<file path="src/rtl/tsc_pkg.sv">
// Shared constants, tables and types for the sine/cosine series pipeline.
package tsc_pkg;

	localparam int TERMS     = 14;
	localparam int FRAC_BITS = 16;
	localparam int IFB       = 24;
	localparam int SH        = IFB - FRAC_BITS;

	localparam int ANG_W = 24;
	localparam int VAL_W = 19;
	localparam int M_W   = ANG_W + SH;

	localparam logic [63:0] PERIOD_Q = 64'd105411248;
	localparam logic [63:0] ONE_Q    = 64'd1 << IFB;
	localparam logic [63:0] ACC_LIM  = 64'd512 << IFB;
	localparam logic [63:0] RND      = (SH > 0) ? (64'd1 << (SH - 1)) : 64'd0;

	localparam int RED_STEPS = $clog2((64'd1 << (M_W - 1)) / PERIOD_Q + 64'd1);

	localparam int XM_W   = 27;
	localparam int SQ_W   = 2 * XM_W;
	localparam int X2_W   = 30;
	localparam int ACC_W  = 34;
	localparam int ACC_LO = 17;
	localparam int PL_W   = X2_W + ACC_LO;
	localparam int PH_W   = X2_W + ACC_W - ACC_LO;
	localparam int D_W    = 11;
	localparam int N_W    = 40;
	localparam int RSH    = N_W + D_W;
	localparam int R_W    = RSH;
	localparam int NL_W   = 20;
	localparam int RL_W   = 26;
	localparam int RM_W   = 37;

	localparam int NSTEP = TERMS - 1;

	localparam logic [63:0] OUT_MAX     = 64'd262143;
	localparam logic [63:0] OUT_MIN_MAG = 64'd262144;

	// (2k)(2k+1) for sine, (2k-1)(2k) for cosine
	localparam logic [D_W-1:0] D_SIN [1:19] = '{
		11'd6,   11'd20,  11'd42,  11'd72,  11'd110, 11'd156, 11'd210,
		11'd272, 11'd342, 11'd420, 11'd506, 11'd600, 11'd702, 11'd812,
		11'd930, 11'd1056, 11'd1190, 11'd1332, 11'd1482
	};
	localparam logic [D_W-1:0] D_COS [1:19] = '{
		11'd2,   11'd12,  11'd30,  11'd56,  11'd90,  11'd132, 11'd182,
		11'd240, 11'd306, 11'd380, 11'd462, 11'd552, 11'd650, 11'd756,
		11'd870, 11'd992, 11'd1122, 11'd1260, 11'd1406
	};

	typedef struct packed {
		logic            func;
		logic            xneg;
		logic [XM_W-1:0] xm;
		logic [X2_W-1:0] x2;
	} tsc_side_t;

	typedef struct packed {
		logic             neg;
		logic [ACC_W-1:0] mag;
	} tsc_acc_t;

endpackage

</file>
<file path="src/rtl/tsc_out.sv">
// Final sine multiply, rounding to the output format and saturation.
module tsc_out (
	input  logic                      clk,
	input  logic                      arst_n,
	input  logic                      en,
	input  logic                      in_v,
	input  tsc_pkg::tsc_side_t        side,
	input  tsc_pkg::tsc_acc_t         acc,
	output logic                      out_v,
	output logic [tsc_pkg::VAL_W-1:0] value
);

	localparam int PW = tsc_pkg::XM_W + tsc_pkg::ACC_W - tsc_pkg::ACC_LO;
	localparam int SW = tsc_pkg::RM_W + 1;
	localparam int VW = tsc_pkg::VAL_W;

	logic                        v_s1, v_s2, v_s3;
	logic                        cos_s1, neg_s1, neg_s2;
	logic [tsc_pkg::ACC_W-1:0]   mag_s1;
	logic [PW-1:0]               pl_s1, ph_s1;
	logic [tsc_pkg::RM_W-1:0]    rmag_s2;
	logic [VW-1:0]               value_s3;

	logic [63:0]   prod;
	logic [SW-1:0] rs;
	logic [VW-1:0] sat;

	assign prod = 64'(pl_s1) + (64'(ph_s1) << tsc_pkg::ACC_LO) + (tsc_pkg::ONE_Q >> 1);
	assign rs   = (SW'(rmag_s2) + SW'(tsc_pkg::RND)) >> tsc_pkg::SH;

	always_comb begin
		if (neg_s2) begin
			sat = (rs > SW'(tsc_pkg::OUT_MIN_MAG)) ? VW'(-tsc_pkg::OUT_MIN_MAG)
				: VW'(0) - VW'(rs);
		end else begin
			sat = (rs > SW'(tsc_pkg::OUT_MAX)) ? VW'(tsc_pkg::OUT_MAX) : VW'(rs);
		end
	end

	always_ff @(posedge clk or negedge arst_n) begin
		if (!arst_n) begin
			v_s1 <= 1'b0;
			v_s2 <= 1'b0;
			v_s3 <= 1'b0;
		end else if (en) begin
			v_s1 <= in_v;
			v_s2 <= v_s1;
			v_s3 <= v_s2;
		end
	end

	always_ff @(posedge clk) begin
		if (en) begin
			cos_s1   <= side.func;
			neg_s1   <= side.func ? acc.neg : (side.xneg ^ acc.neg);
			mag_s1   <= acc.mag;
			pl_s1    <= PW'(side.xm) * PW'(acc.mag[tsc_pkg::ACC_LO-1:0]);
			ph_s1    <= PW'(side.xm) * PW'(acc.mag[tsc_pkg::ACC_W-1:tsc_pkg::ACC_LO]);
			neg_s2   <= neg_s1;
			rmag_s2  <= cos_s1 ? tsc_pkg::RM_W'(mag_s1)
				: tsc_pkg::RM_W'(prod >> tsc_pkg::IFB);
			value_s3 <= sat;
		end
	end

	assign out_v = v_s3;
	assign value = value_s3;

endmodule

</file>
<file path="config.mk">
export PLATFORM = sky130hd
export DESIGN_NAME = tsc_out
export DESIGN_NICKNAME = d
export VERILOG_FILES = /design/src/rtl/tsc_pkg.sv /design/src/rtl/tsc_out.sv
export SDC_FILE = /design/constraint.sdc
export NUM_CORES = 2
export LEC_CHECK = 0
export BUFFER_PORTS_ARGS = -buffer_cell sky130_fd_sc_hd__buf_2
export CAP_MARGIN = 15
export CORE_UTILIZATION = 45
export CTS_BUF_LIST = sky130_fd_sc_hd__clkbuf_2 sky130_fd_sc_hd__clkbuf_4 sky130_fd_sc_hd__clkbuf_8
export CTS_CLUSTER_SIZE = 25
export DETAILED_ROUTE_END_ITERATION = 10
export REMOVE_ABC_BUFFERS = 1
export SYNTH_ARGS = -nofsm -noshare
export SYNTH_HDL_FRONTEND = slang
export SYNTH_SLANG_ARGS = --single-unit
export TNS_END_PERCENT = 10
</file>
<file path="constraint.sdc">
create_clock -name clk -period 3.6 [get_ports clk]
set_input_delay 0.18 -clock clk [delete_from_list [all_inputs] [get_ports clk]]
set_output_delay 0.18 -clock clk [all_outputs]
set_load 0.02 [all_outputs]
</file>
==> results.toml <==
[grt]
grt_start_max_net_pins = 78
globalRouteTotalUtil = 0.2506
grt_first_pass_wirelength_um = 159500
grt_antenna_before_repair = 6
first_global_vias = 29786
grt-ovfl-total = 0

[clock_network]
htreeDepth = 4
cts_root_buffer = "clkbuf_8"
clock_tree_from_tritoncts = "done"
clk-insertion-delay-late_ps = 530
clock-sinks = 153
cts.path.max_buffers = 2
number_of_buffers_added_by_the_clock_tree_synthesis_step = 17
clk_pin_slew_ps = 100

[floorplanning]
die_h_um = 287.6
dieWidth_um = 287.6
floorplan.die_area_sq_mm = 0.08271
start_util = 0.4550
core_region_area_sq_mm = 0.08068
ioPinCount = 118
fp-row-count = 104

[synth]
ys_seq_area_frac = 0.1248
ys_dominant_reg_cell = "edfxtp_1"
synthXorXnorAreaFrac = 0.02720
synth_simple_gate_area_frac = 0.1652
synth_cell_type_count = 85
synthAdderAreaFrac = 0.5054
synthMuxAreaShare = 0.003681
synth-warning-count = 0
combinational_family_with_the_most_area_after_synthesis = "adder cells"
synthCells = 3992
post_synthesis_register_bit_count = 153
synth-edff-count = 150
summed_instance_area_of_the_synthesized_netlist_sq_mm = 0.03671
fraction_of_registers_with_async_set_or_reset_after_synthesis = 0.01961
syn_avg_cell_area_sq_um = 9.195
synth_compound_gate_area_share = 0.06034

[worst_hold_path]
worst_hold_path.num_cells = 2
hold_path_class = "in2reg"
timing.hold.worst.start = "acc[25]"
worst_hold_path.endpoint = "mag_s1[25]$_DFFE_PP_"

[setup_path]
slowest_delay_ps = 540
reg2reg_slack_ps = 280
worst_setup_path_start_kind = "primary input"
path_type_of_the_worst_setup_path = "in2reg"
cp.required_ps = 3930
startpoint = "acc[5]"
worstSetupEndpointType = "flop"
cp.arrival_ps = 5970
worstReg2RegStart = "rmag_s2[7]$_DFFE_PP_"
crit-reg2reg-capture = "value[9]$_DFFE_PP_"
crit_path_max_fanout = 16
critical-path-slowest-cell = "fa_1"
r2r_cells = 10
critical-path-top-cell-by-count = "fa_1"

[detailed_routing]
post-route-drc-count = 28
wl_um = 98810
antenna_violating_nets_post_route = 0
detail_route.wl_per_cell_um = 17.95
drt-pass1-iter-count = 8
vias_per_cell = 5.044
via_count = 27773
detail_route.iter0.violations = 1489

[timing]
worst_slew_pin_slew_ps = 1028
timing_hold_violations_final = 0
max-slew-margin-rel = 0.3146
achievable-frequency_ghz = 0.1775
final_period_minus_worst_setup_slack_ps = 5635
rsz0062_at_grt = "true"
clock_skew_ps = 26.16
final_max_slew_viol_count = 0
finalSetupViolCount = 62
final.period_utilization = 1.565
final_worst_path_setup_slack_ps = -2035

[finish]
drive_gt1_frac = 0.2003
most-common-layout-cells = "893 x inv_1, 715 x fa_1, 649 x nand2_1"
final_net_count = 5564
area_growth_syn_to_layout_pct = 21.08
final_core_util = 0.5509
layout.cells.most_common = "inv_1"

[placement]
place.detailed.hpwl_um = 82370
io_buffer_count = 87
globalplace.congestion = 0.8953

[run_status]
run_status = "complete, but fails checks"
failed_checks = "DRC, setup timing"

[job]
maxCapViolCount = 0
sequential cells by signal, summed over array words and instances (netlist names):
register,cells
cos_s1,1
mag_s1,27
neg_s1,1
neg_s2,1
out_v,1
ph_s1,44
pl_s1,27
rmag_s2,30
v_s1,1
v_s2,1
value,19
critical path: cells and delay by family:
family                   cells  cell delay (ps)
AND/OR/NAND/NOR              2              200
buffers and inverters        9              880
XOR/XNOR                     1              260
AO/OA/AOI/OAI                6             1130
adder cells (fa/ha/maj)      7             3300
final cells by class:
class,instances,area [sq um]
Fill cell,7213,36230
Multi-Input combinational cell,2735,29030
Timing Repair Buffer,609,5613
Sequential cell,153,4579
Inverter,915,3435
Tap cell,1060,1326
Clock buffer,17,234.0
Clock inverter,15,225.2
Antenna cell,2,5.005
kinds of logic after synthesis:
| logic type | Yosys count |
|---|---|
| compound gates | 329 |
| buf+inv | 1104 |
| simple gates | 1244 |
| fa+ha+maj | 1035 |
| xor+xnor | 114 |
| mux | 13 |
| flops | 153 |
worst max path at each step:
stage                                to  cells after the start
floorplan           pl_s1[37]$_DFFE_PP_                     21
global placement    ph_s1[42]$_DFFE_PP_                     24
global route        pl_s1[40]$_DFFE_PP_                     24
finish              pl_s1[38]$_DFFE_PP_                     25
detailed placement  ph_s1[42]$_DFFE_PP_                     25
CTS                 pl_s1[38]$_DFFE_PP_                     25
stage by stage:
| stage | area [sq um] | hold slack, ps | TNS [ps] | instances | setup slack (ps) |
|---|---|---|---|---|---|
| after floorplan | 35980 | -115.6 | -100040 | 3803 | -2260 |
| after global routing | 44440 | 40.51 | -106030 | 5505 | -2196 |
| after global placement | 41880 | -23.65 | -155920 | 5434 | -3037 |
| final | 44440 | 61.94 | -96210 | 5506 | -2035 |
| after detailed placement | 41880 | -20.20 | -158040 | 5434 | -3073 |
| after CTS | 43860 | 13.29 | -93750 | 5495 | -2030 |
layer usage:
metal / global-route usage / share of wire / vias to the layer above
li1: - / - / 12892
met3: 0.05499 / 0.075 / 150
met2: 0.4103 / 0.47 / 815
met4: 0.06915 / 0.027 / 0
met1: 0.3342 / 0.43 / 13916
met5: 0 / 0 / -
Yosys cell counts (6+ instances only):
cell type | number | area (sq um)
a2111oi_2 | 7 | 105.1
a211oi_1 | 11 | 82.58
a21boi_0 | 8 | 60.06
a21o_1 | 39 | 292.8
a21o_2 | 6 | 52.55
a21oi_1 | 90 | 450.4
a31o_2 | 6 | 52.55
a31oi_1 | 9 | 56.30
and2_1 | 361 | 2258
and3_1 | 20 | 125.1
and4_1 | 8 | 70.07
clkbuf_1 | 182 | 683.2
edfxtp_1 | 150 | 4504
fa_1 | 746 | 14930
ha_1 | 289 | 3616
inv_1 | 915 | 3435
mux2i_1 | 9 | 90.09
nand2_1 | 663 | 2489
nand2b_1 | 13 | 81.33
nand3_1 | 32 | 160.2
nand4_1 | 16 | 100.1
nor2_1 | 59 | 221.5
nor2b_1 | 8 | 50.05
nor3_1 | 18 | 90.09
nor3b_1 | 6 | 45.04
o2111ai_1 | 6 | 52.55
o211ai_1 | 7 | 52.55
o21a_1 | 11 | 82.58
o21ai_0 | 74 | 370.4
o21bai_1 | 9 | 67.56
o31ai_1 | 7 | 52.55
or2_2 | 8 | 50.05
xnor2_1 | 63 | 551.8
xor2_1 | 51 | 446.7
what timing repair did:
item                       4_1_cts  5_1_grt
pin swaps                      130      101
setup endpoints to repair       63       63
hold buffers                     6        0
hold endpoints to repair         6        0
setup buffers                   25        7
gates resized for setup        318      115
cloned                           3        3
Power is left out: the tool's default activity adds up to more than one toggle a clock period on the data nets, which glitch-free logic cannot reach.
