==> src/rtl/tsc_pkg.sv <==
// Shared constants, tables and types for the sine/cosine series pipeline.
package tsc_pkg;

	localparam int TERMS     = 14;
	localparam int FRAC_BITS = 16;
	localparam int IFB       = 24;
	localparam int SH        = IFB - FRAC_BITS;

	localparam int ANG_W = 24;
	localparam int VAL_W = 19;
	localparam int M_W   = ANG_W + SH;

	localparam logic [63:0] PERIOD_Q = 64'd105411248;
	localparam logic [63:0] ONE_Q    = 64'd1 << IFB;
	localparam logic [63:0] ACC_LIM  = 64'd512 << IFB;
	localparam logic [63:0] RND      = (SH > 0) ? (64'd1 << (SH - 1)) : 64'd0;

	localparam int RED_STEPS = $clog2((64'd1 << (M_W - 1)) / PERIOD_Q + 64'd1);

	localparam int XM_W   = 27;
	localparam int SQ_W   = 2 * XM_W;
	localparam int X2_W   = 30;
	localparam int ACC_W  = 34;
	localparam int ACC_LO = 17;
	localparam int PL_W   = X2_W + ACC_LO;
	localparam int PH_W   = X2_W + ACC_W - ACC_LO;
	localparam int D_W    = 11;
	localparam int N_W    = 40;
	localparam int RSH    = N_W + D_W;
	localparam int R_W    = RSH;
	localparam int NL_W   = 20;
	localparam int RL_W   = 26;
	localparam int RM_W   = 37;

	localparam int NSTEP = TERMS - 1;

	localparam logic [63:0] OUT_MAX     = 64'd262143;
	localparam logic [63:0] OUT_MIN_MAG = 64'd262144;

	// (2k)(2k+1) for sine, (2k-1)(2k) for cosine
	localparam logic [D_W-1:0] D_SIN [1:19] = '{
		11'd6,   11'd20,  11'd42,  11'd72,  11'd110, 11'd156, 11'd210,
		11'd272, 11'd342, 11'd420, 11'd506, 11'd600, 11'd702, 11'd812,
		11'd930, 11'd1056, 11'd1190, 11'd1332, 11'd1482
	};
	localparam logic [D_W-1:0] D_COS [1:19] = '{
		11'd2,   11'd12,  11'd30,  11'd56,  11'd90,  11'd132, 11'd182,
		11'd240, 11'd306, 11'd380, 11'd462, 11'd552, 11'd650, 11'd756,
		11'd870, 11'd992, 11'd1122, 11'd1260, 11'd1406
	};

	typedef struct packed {
		logic            func;
		logic            xneg;
		logic [XM_W-1:0] xm;
		logic [X2_W-1:0] x2;
	} tsc_side_t;

	typedef struct packed {
		logic             neg;
		logic [ACC_W-1:0] mag;
	} tsc_acc_t;

endpackage

==> src/rtl/tsc_reduce.sv <==
// Angle magnitude, range reduction by the truncated period and squaring.
module tsc_reduce (
	input  logic                            clk,
	input  logic                            arst_n,
	input  logic                            en,
	input  logic                            in_v,
	input  logic signed [tsc_pkg::ANG_W-1:0] angle,
	input  logic                            func,
	output logic                            out_v,
	output tsc_pkg::tsc_side_t              out_side
);

	localparam int RS = tsc_pkg::RED_STEPS;

	logic                      neg_in;
	logic [tsc_pkg::ANG_W-1:0] mag_in;
	logic [tsc_pkg::M_W-1:0]   m_in;
	logic                      eq_in;

	logic                    v_s1, neg_s1, func_s1, eq_s1;
	logic [tsc_pkg::M_W-1:0] m_s1;

	logic                    rv    [0:RS];
	logic                    rneg  [0:RS];
	logic                    rfunc [0:RS];
	logic                    req   [0:RS];
	logic [tsc_pkg::M_W-1:0] rm    [0:RS];

	logic [tsc_pkg::XM_W-1:0] xm_red;

	logic                     v_sp, neg_sp, func_sp;
	logic [tsc_pkg::XM_W-1:0] xm_sp;
	logic [tsc_pkg::SQ_W-1:0] sq_sp;

	logic               v_sx;
	tsc_pkg::tsc_side_t side_sx;

	assign neg_in = angle[tsc_pkg::ANG_W-1];
	assign mag_in = neg_in ? ($unsigned(~angle) + 1'b1) : $unsigned(angle);
	assign m_in   = tsc_pkg::M_W'(mag_in) << tsc_pkg::SH;
	assign eq_in  = (64'(m_in) == tsc_pkg::PERIOD_Q);

	always_ff @(posedge clk or negedge arst_n) begin
		if (!arst_n) begin
			v_s1 <= 1'b0;
		end else if (en) begin
			v_s1 <= in_v;
		end
	end

	always_ff @(posedge clk) begin
		if (en) begin
			neg_s1  <= neg_in;
			func_s1 <= func;
			eq_s1   <= eq_in;
			m_s1    <= m_in;
		end
	end

	assign rv[0]    = v_s1;
	assign rneg[0]  = neg_s1;
	assign rfunc[0] = func_s1;
	assign req[0]   = eq_s1;
	assign rm[0]    = m_s1;

	// restoring remainder, one multiple of the period per stage
	for (genvar i = 0; i < RS; i++) begin : g_red
		localparam logic [63:0] SUBV = tsc_pkg::PERIOD_Q << (RS - 1 - i);

		logic                    v_sr, neg_sr, func_sr, eq_sr;
		logic [tsc_pkg::M_W-1:0] m_sr;
		logic [63:0]             cur;
		logic                    ge;

		assign cur = 64'(rm[i]);
		assign ge  = (cur >= SUBV);

		always_ff @(posedge clk or negedge arst_n) begin
			if (!arst_n) begin
				v_sr <= 1'b0;
			end else if (en) begin
				v_sr <= rv[i];
			end
		end

		always_ff @(posedge clk) begin
			if (en) begin
				neg_sr  <= rneg[i];
				func_sr <= rfunc[i];
				eq_sr   <= req[i];
				m_sr    <= ge ? tsc_pkg::M_W'(cur - SUBV) : rm[i];
			end
		end

		assign rv[i+1]    = v_sr;
		assign rneg[i+1]  = neg_sr;
		assign rfunc[i+1] = func_sr;
		assign req[i+1]   = eq_sr;
		assign rm[i+1]    = m_sr;
	end

	// a magnitude exactly on the period is left alone
	assign xm_red = tsc_pkg::XM_W'(req[RS] ? tsc_pkg::PERIOD_Q : 64'(rm[RS]));

	always_ff @(posedge clk or negedge arst_n) begin
		if (!arst_n) begin
			v_sp <= 1'b0;
			v_sx <= 1'b0;
		end else if (en) begin
			v_sp <= rv[RS];
			v_sx <= v_sp;
		end
	end

	always_ff @(posedge clk) begin
		if (en) begin
			neg_sp       <= rneg[RS];
			func_sp      <= rfunc[RS];
			xm_sp        <= xm_red;
			sq_sp        <= tsc_pkg::SQ_W'(xm_red) * tsc_pkg::SQ_W'(xm_red);
			side_sx.func <= func_sp;
			side_sx.xneg <= neg_sp;
			side_sx.xm   <= xm_sp;
			side_sx.x2   <= tsc_pkg::X2_W'((sq_sp + tsc_pkg::SQ_W'(tsc_pkg::ONE_Q >> 1))
				>> tsc_pkg::IFB);
		end
	end

	assign out_v    = v_sx;
	assign out_side = side_sx;

endmodule

==> config.mk <==
export PLATFORM = sky130hd
export DESIGN_NAME = tsc_reduce
export DESIGN_NICKNAME = d
export VERILOG_FILES = /design/src/rtl/tsc_pkg.sv /design/src/rtl/tsc_reduce.sv
export SDC_FILE = /design/constraint.sdc
export NUM_CORES = 1
export LEC_CHECK = 0
export ABC_CLOCK_PERIOD_IN_PS = 8900
export BUFFER_PORTS_ARGS = -buffer_cell sky130_fd_sc_hd__buf_2
export CAP_MARGIN = 20
export CORE_AREA = 5 5 295 181
export CTS_CLUSTER_DIAMETER = 40
export DETAILED_ROUTE_END_ITERATION = 7
export DIE_AREA = 0 0 300 186
export GPL_ROUTABILITY_DRIVEN = 0
export PLACE_DENSITY = 0.75
export SLEW_MARGIN = 0
export SYNTH_ARGS = -nofsm -noshare
export SYNTH_HDL_FRONTEND = slang
export SYNTH_SLANG_ARGS = --single-unit
export TNS_END_PERCENT = 100
==> constraint.sdc <==
create_clock -name clk -period 8.9 [get_ports clk]
set_input_delay 2.225 -clock clk [delete_from_list [all_inputs] [get_ports clk]]
set_output_delay 2.225 -clock clk [all_outputs]
set_load 0.02 [all_outputs]
==> impl.org <==
** Outcome
- Result of the run :: finished, final reports clean

** Detailed routing
- DRT antenna net count :: 0
- Pre-antenna DRT Iters :: 6
- Via count of the routed design :: 18,000
- Wire length after detailed routing :: 62,700 um
- DRC violations left :: 0
- In the final routed layout, each cell accounts on average for 19.1 um.
- For this block, the initial DRC count from the detailed router was 1,659.
- Via density per instance :: 5.48

** Timing
- Final period utilization :: 0.930
- Minimum setup slack in the final design :: 620 ps
- The hold violation count in the final report was 0.
- For the pin with the worst max-slew slack, the measured transition is 1180 ps.
- Final critical-path required period :: 8280 ps
- Derived from the worst setup path, the maximum achievable clock frequency is 121 MHz.
- Setup repair after global routing left no endpoint under its margin.
- Final setup skew :: 13.1 ps
- In this run the tightest slew margin relative to its limit is 0.211.
- Setup Total Neg Slack :: 0 ps
- The number of slew-limit violations in the final report is 0.
- Setup violations remaining at the end of the flow were counted as 0.

** Hold path
- The worst hold path was traced through 0 stages.
- Hold EP :: g_red[0].neg_sr$_DFFE_PP_
- The worst hold path begins at neg_s1$_DFFE_PP_.
- In this run the worst hold path is classified as register to register.

** Synthesis
- Synthesized netlist cell count :: 2,547
- By instance count, the leading cell after synthesis is inv_1.
- Fraction of post-synthesis cell area in the top cell type by area :: 0.298
- Yosys printed 0 warnings.
- For this run, the register share of the synthesized area comes to 0.305.
- In the post-synthesis netlist, the biggest area contributors are edfxtp_1 30%, fa_1 29%, ha_1 9.4%, inv_1 8.1%, xnor2_1 4.1%.
- Per-instance average area after synthesis :: 10.8 um2
- The synthesized design contains 272 enable-type register cells.
- List of most frequent post-synthesis cells :: 589 x inv_1, 394 x fa_1, 272 x edfxtp_1, 233 x nand2_1, 205 x ha_1
- Of all flip-flops after synthesis, the portion carrying an async set or reset was 0.0286.
- Combined area of all synthesized cells :: 0.0274 mm2
- The most used flip-flop cell after synthesis is edfxtp_1.
- Counting flops and latches in the post-synthesis netlist gives 280.
- The largest total area in the synthesized netlist belongs to edfxtp_1.
- In this run, distinct cell masters in the synthesized netlist total 70.

** Setup path
- Counting stages on the worst path, the most repeated cell is fa_1.
- Counting both buffers and inverters, the worst setup path holds a total of 5.
- The endpoint identified for the worst register-to-register timing path is sq_sp[48]$_DFFE_PP_.
- For this design, the slowest cell found on the critical path is edfxtp_1.
- Largest stage delay, worst path :: 1060 ps
- The worst register-to-register path has a setup slack of 620 ps.
- Startpoint type of the worst setup path :: register
- Top delay family on crit path :: adder cells
- The worst register-to-register path begins at g_red[4].m_sr[24]$_DFFE_PP_.
- Largest fanout on the critical path :: 22
- The worst setup path is captured at a register.
- Cells traversed along the worst timing path :: inv_1, nor2_1, fa_1, fa_1, inv_1, fa_1, fa_1, fa_1, inv_1, fa_1, inv_1, fa_1, inv_1, ha_1, a211oi_1, o211ai_1, a21oi_1, nand4_1, a21bo_2, a41o_1, a311oi_1, xnor2_1
- Data on the critical path arrives at its endpoint at 8610 ps.
- The critical path runs through a total of 22 cells.
- Critical path required time :: 9230 ps
- Measured in cells, the most critical reg-to-reg path has a length of 22.
- The critical path is of the register to register type.

** Layout
- Cell area after layout :: 0.0295 mm2
- After filler insertion, the fill cell instance count of the layout stands at 4,014.
- Non-filler instance count after layout :: 3,288
- After the last flow step, the layout net total stands at 3,230.
- Of the cells placed in the final design, the portion with a size suffix greater than 1 is 0.0681.
- Compared with the post-synthesis result, the final layout area differs by 7.49%.

** Place
- Port buffering added 84 buffers.
- Cell Area, Placed :: 0.0284 mm2
- Final HPWL DP :: 49,700 um
- Post-place setup slack :: 820 ps
- Including well taps, the total number of placed cells is 3,227.

** Die
- Area of the die :: 0.0558 mm2
- Die outline width :: 300 um
- Pin placement for this block handled 89 I/O pins.
- Row generation in the floorplan step produced 64 rows.
- Initial standard-cell utilization of the core :: 0.544
- In this run the standard cell core region covers 0.0504 mm2.
- Die Y-Extent :: 186 um

** GRT
- Global-route wire length before repair :: 103,000 um
- The initial antenna violation count was 1.
- In the global route stage, overall resource usage came out at 0.232.
- The number of global-route vias before repair is 19,100.
- Final global-route overflow total :: 0
- Pin count of the biggest net entering global routing :: 150

** Clock network
- CTS Buffer Depth :: 3
- Count of H-tree levels built during CTS :: 1
- After clock tree synthesis, the setup repair step added 0 buffers.
- After clock tree synthesis, the repair step resized 0 gates.
- Clock tree synthesis inserted a total of 31 buffers.
- For the worst-skew pair, the clock arrives at the later sink with an insertion delay of 590 ps.
- TritonCTS built the clock tree.
- In this run the clock root is driven by a clkbuf_16.
- After clock tree synthesis, the clock-pin slew on the worst setup and hold paths is 70 ps.
- Hold repair after CTS inserted 0 buffers.
- Clock sink count :: 280

** Run
- Max-cap violations in this run came to 0.
-- cell type report --
type / count / area, um2 / share of cell area
Timing Repair Buffer: 90 / 495 / 0.0168
Inverter: 593 / 2230 / 0.0755
Sequential cell: 280 / 8370 / 0.284
Clock inverter: 23 / 245 / 0.00832
Tap cell: 660 / 826 / 0.0280
Clock buffer: 35 / 791 / 0.0268
Antenna cell: 1 / 2.50 / 0.0000849
Multi-Input combinational cell: 1606 / 16500 / 0.561
-- state kept, by name (all words and copies together), names as in the netlist --
signal / count
out_side: 55
neg_sp: 1
xm_sp: 22
g_red.m_sr: 125
m_s1: 24
func_sp: 1
g_red.v_sr: 5
neg_s1: 1
v_sp: 1
out_v: 1
func_s1: 1
v_s1: 1
g_red.neg_sr: 5
g_red.func_sr: 5
sq_sp: 32
-- how the worst max path moves through the flow --
stage | slack, ps | endpoint | from
2_1_floorplan | 1960 | sq_sp[40]$_DFFE_PP_ | g_red[4].m_sr[19]$_DFFE_PP_
3_3_place_gp | 950 | sq_sp[48]$_DFFE_PP_ | g_red[4].m_sr[24]$_DFFE_PP_
3_5_place_dp | 820 | sq_sp[48]$_DFFE_PP_ | g_red[4].m_sr[24]$_DFFE_PP_
4_1_cts | 750 | sq_sp[48]$_DFFE_PP_ | g_red[4].m_sr[24]$_DFFE_PP_
5_1_grt | 350 | sq_sp[48]$_DFFE_PP_ | g_red[4].m_sr[24]$_DFFE_PP_
6_report | 620 | sq_sp[48]$_DFFE_PP_ | g_red[4].m_sr[24]$_DFFE_PP_
-- metrics by stage --
stage | util | hold WS [ps]
6_report | 0.584 | 419
5_1_grt | 0.584 | 425
2_1_floorplan | - | 400
4_1_cts | 0.584 | 420
3_3_place_gp | 0.563 | 401
3_5_place_dp | 0.563 | 406
-- per-layer routing --
layer | vias up | part of all wire | track usage
li1 | 8133 | - | -
met1 | 8996 | 0.45 | 0.346
met2 | 798 | 0.43 | 0.349
met3 | 85 | 0.10 | 0.0689
met4 | 0 | 0.014 | 0.0308
met5 | - | 0 | 0
-- cell usage in the layout, fill, tap and decap left out, types with 8 or more instances in the layout --
cell and instances:
inv_1 589, fa_1 394, edfxtp_1 272, nand2_1 233, ha_1 205, xnor2_1 128
and2_1 118, nor2_1 90, buf_2 83, a21oi_1 65, xor2_1 58, o21ai_0 44
nand3_1 35, clkbuf_16 31, nand4_1 19, nor3_1 18, a21o_1 17, mux2_2 15
and3_1 12, a31oi_1 12, nor2b_1 11, o31ai_1 10, or4_1 9, nand2b_1 9
nor4_1 9, dfrtp_1 8
-- logic make-up (layout without fill, tap and decap cells) --
| logic type | count (synthesis) | count (layout) | share of synthesized area |
|---|---|---|---|
| AO/OA/AOI/OAI | 215 | 215 | 0.0516 |
| other | 1 | 5 | 0.000137 |
| multiplexers | 15 | 15 | 0.00616 |
| adder cells (fa/ha/maj) | 599 | 599 | 0.381 |
| buffers and inverters | 664 | 741 | 0.0927 |
| XOR/XNOR | 186 | 186 | 0.0594 |
| flip-flops | 280 | 280 | 0.305 |
| AND/OR/NAND/NOR | 587 | 587 | 0.104 |
Power is not shown: default switching activity piles up to over one toggle a cycle in this logic, so the estimate is an artifact.
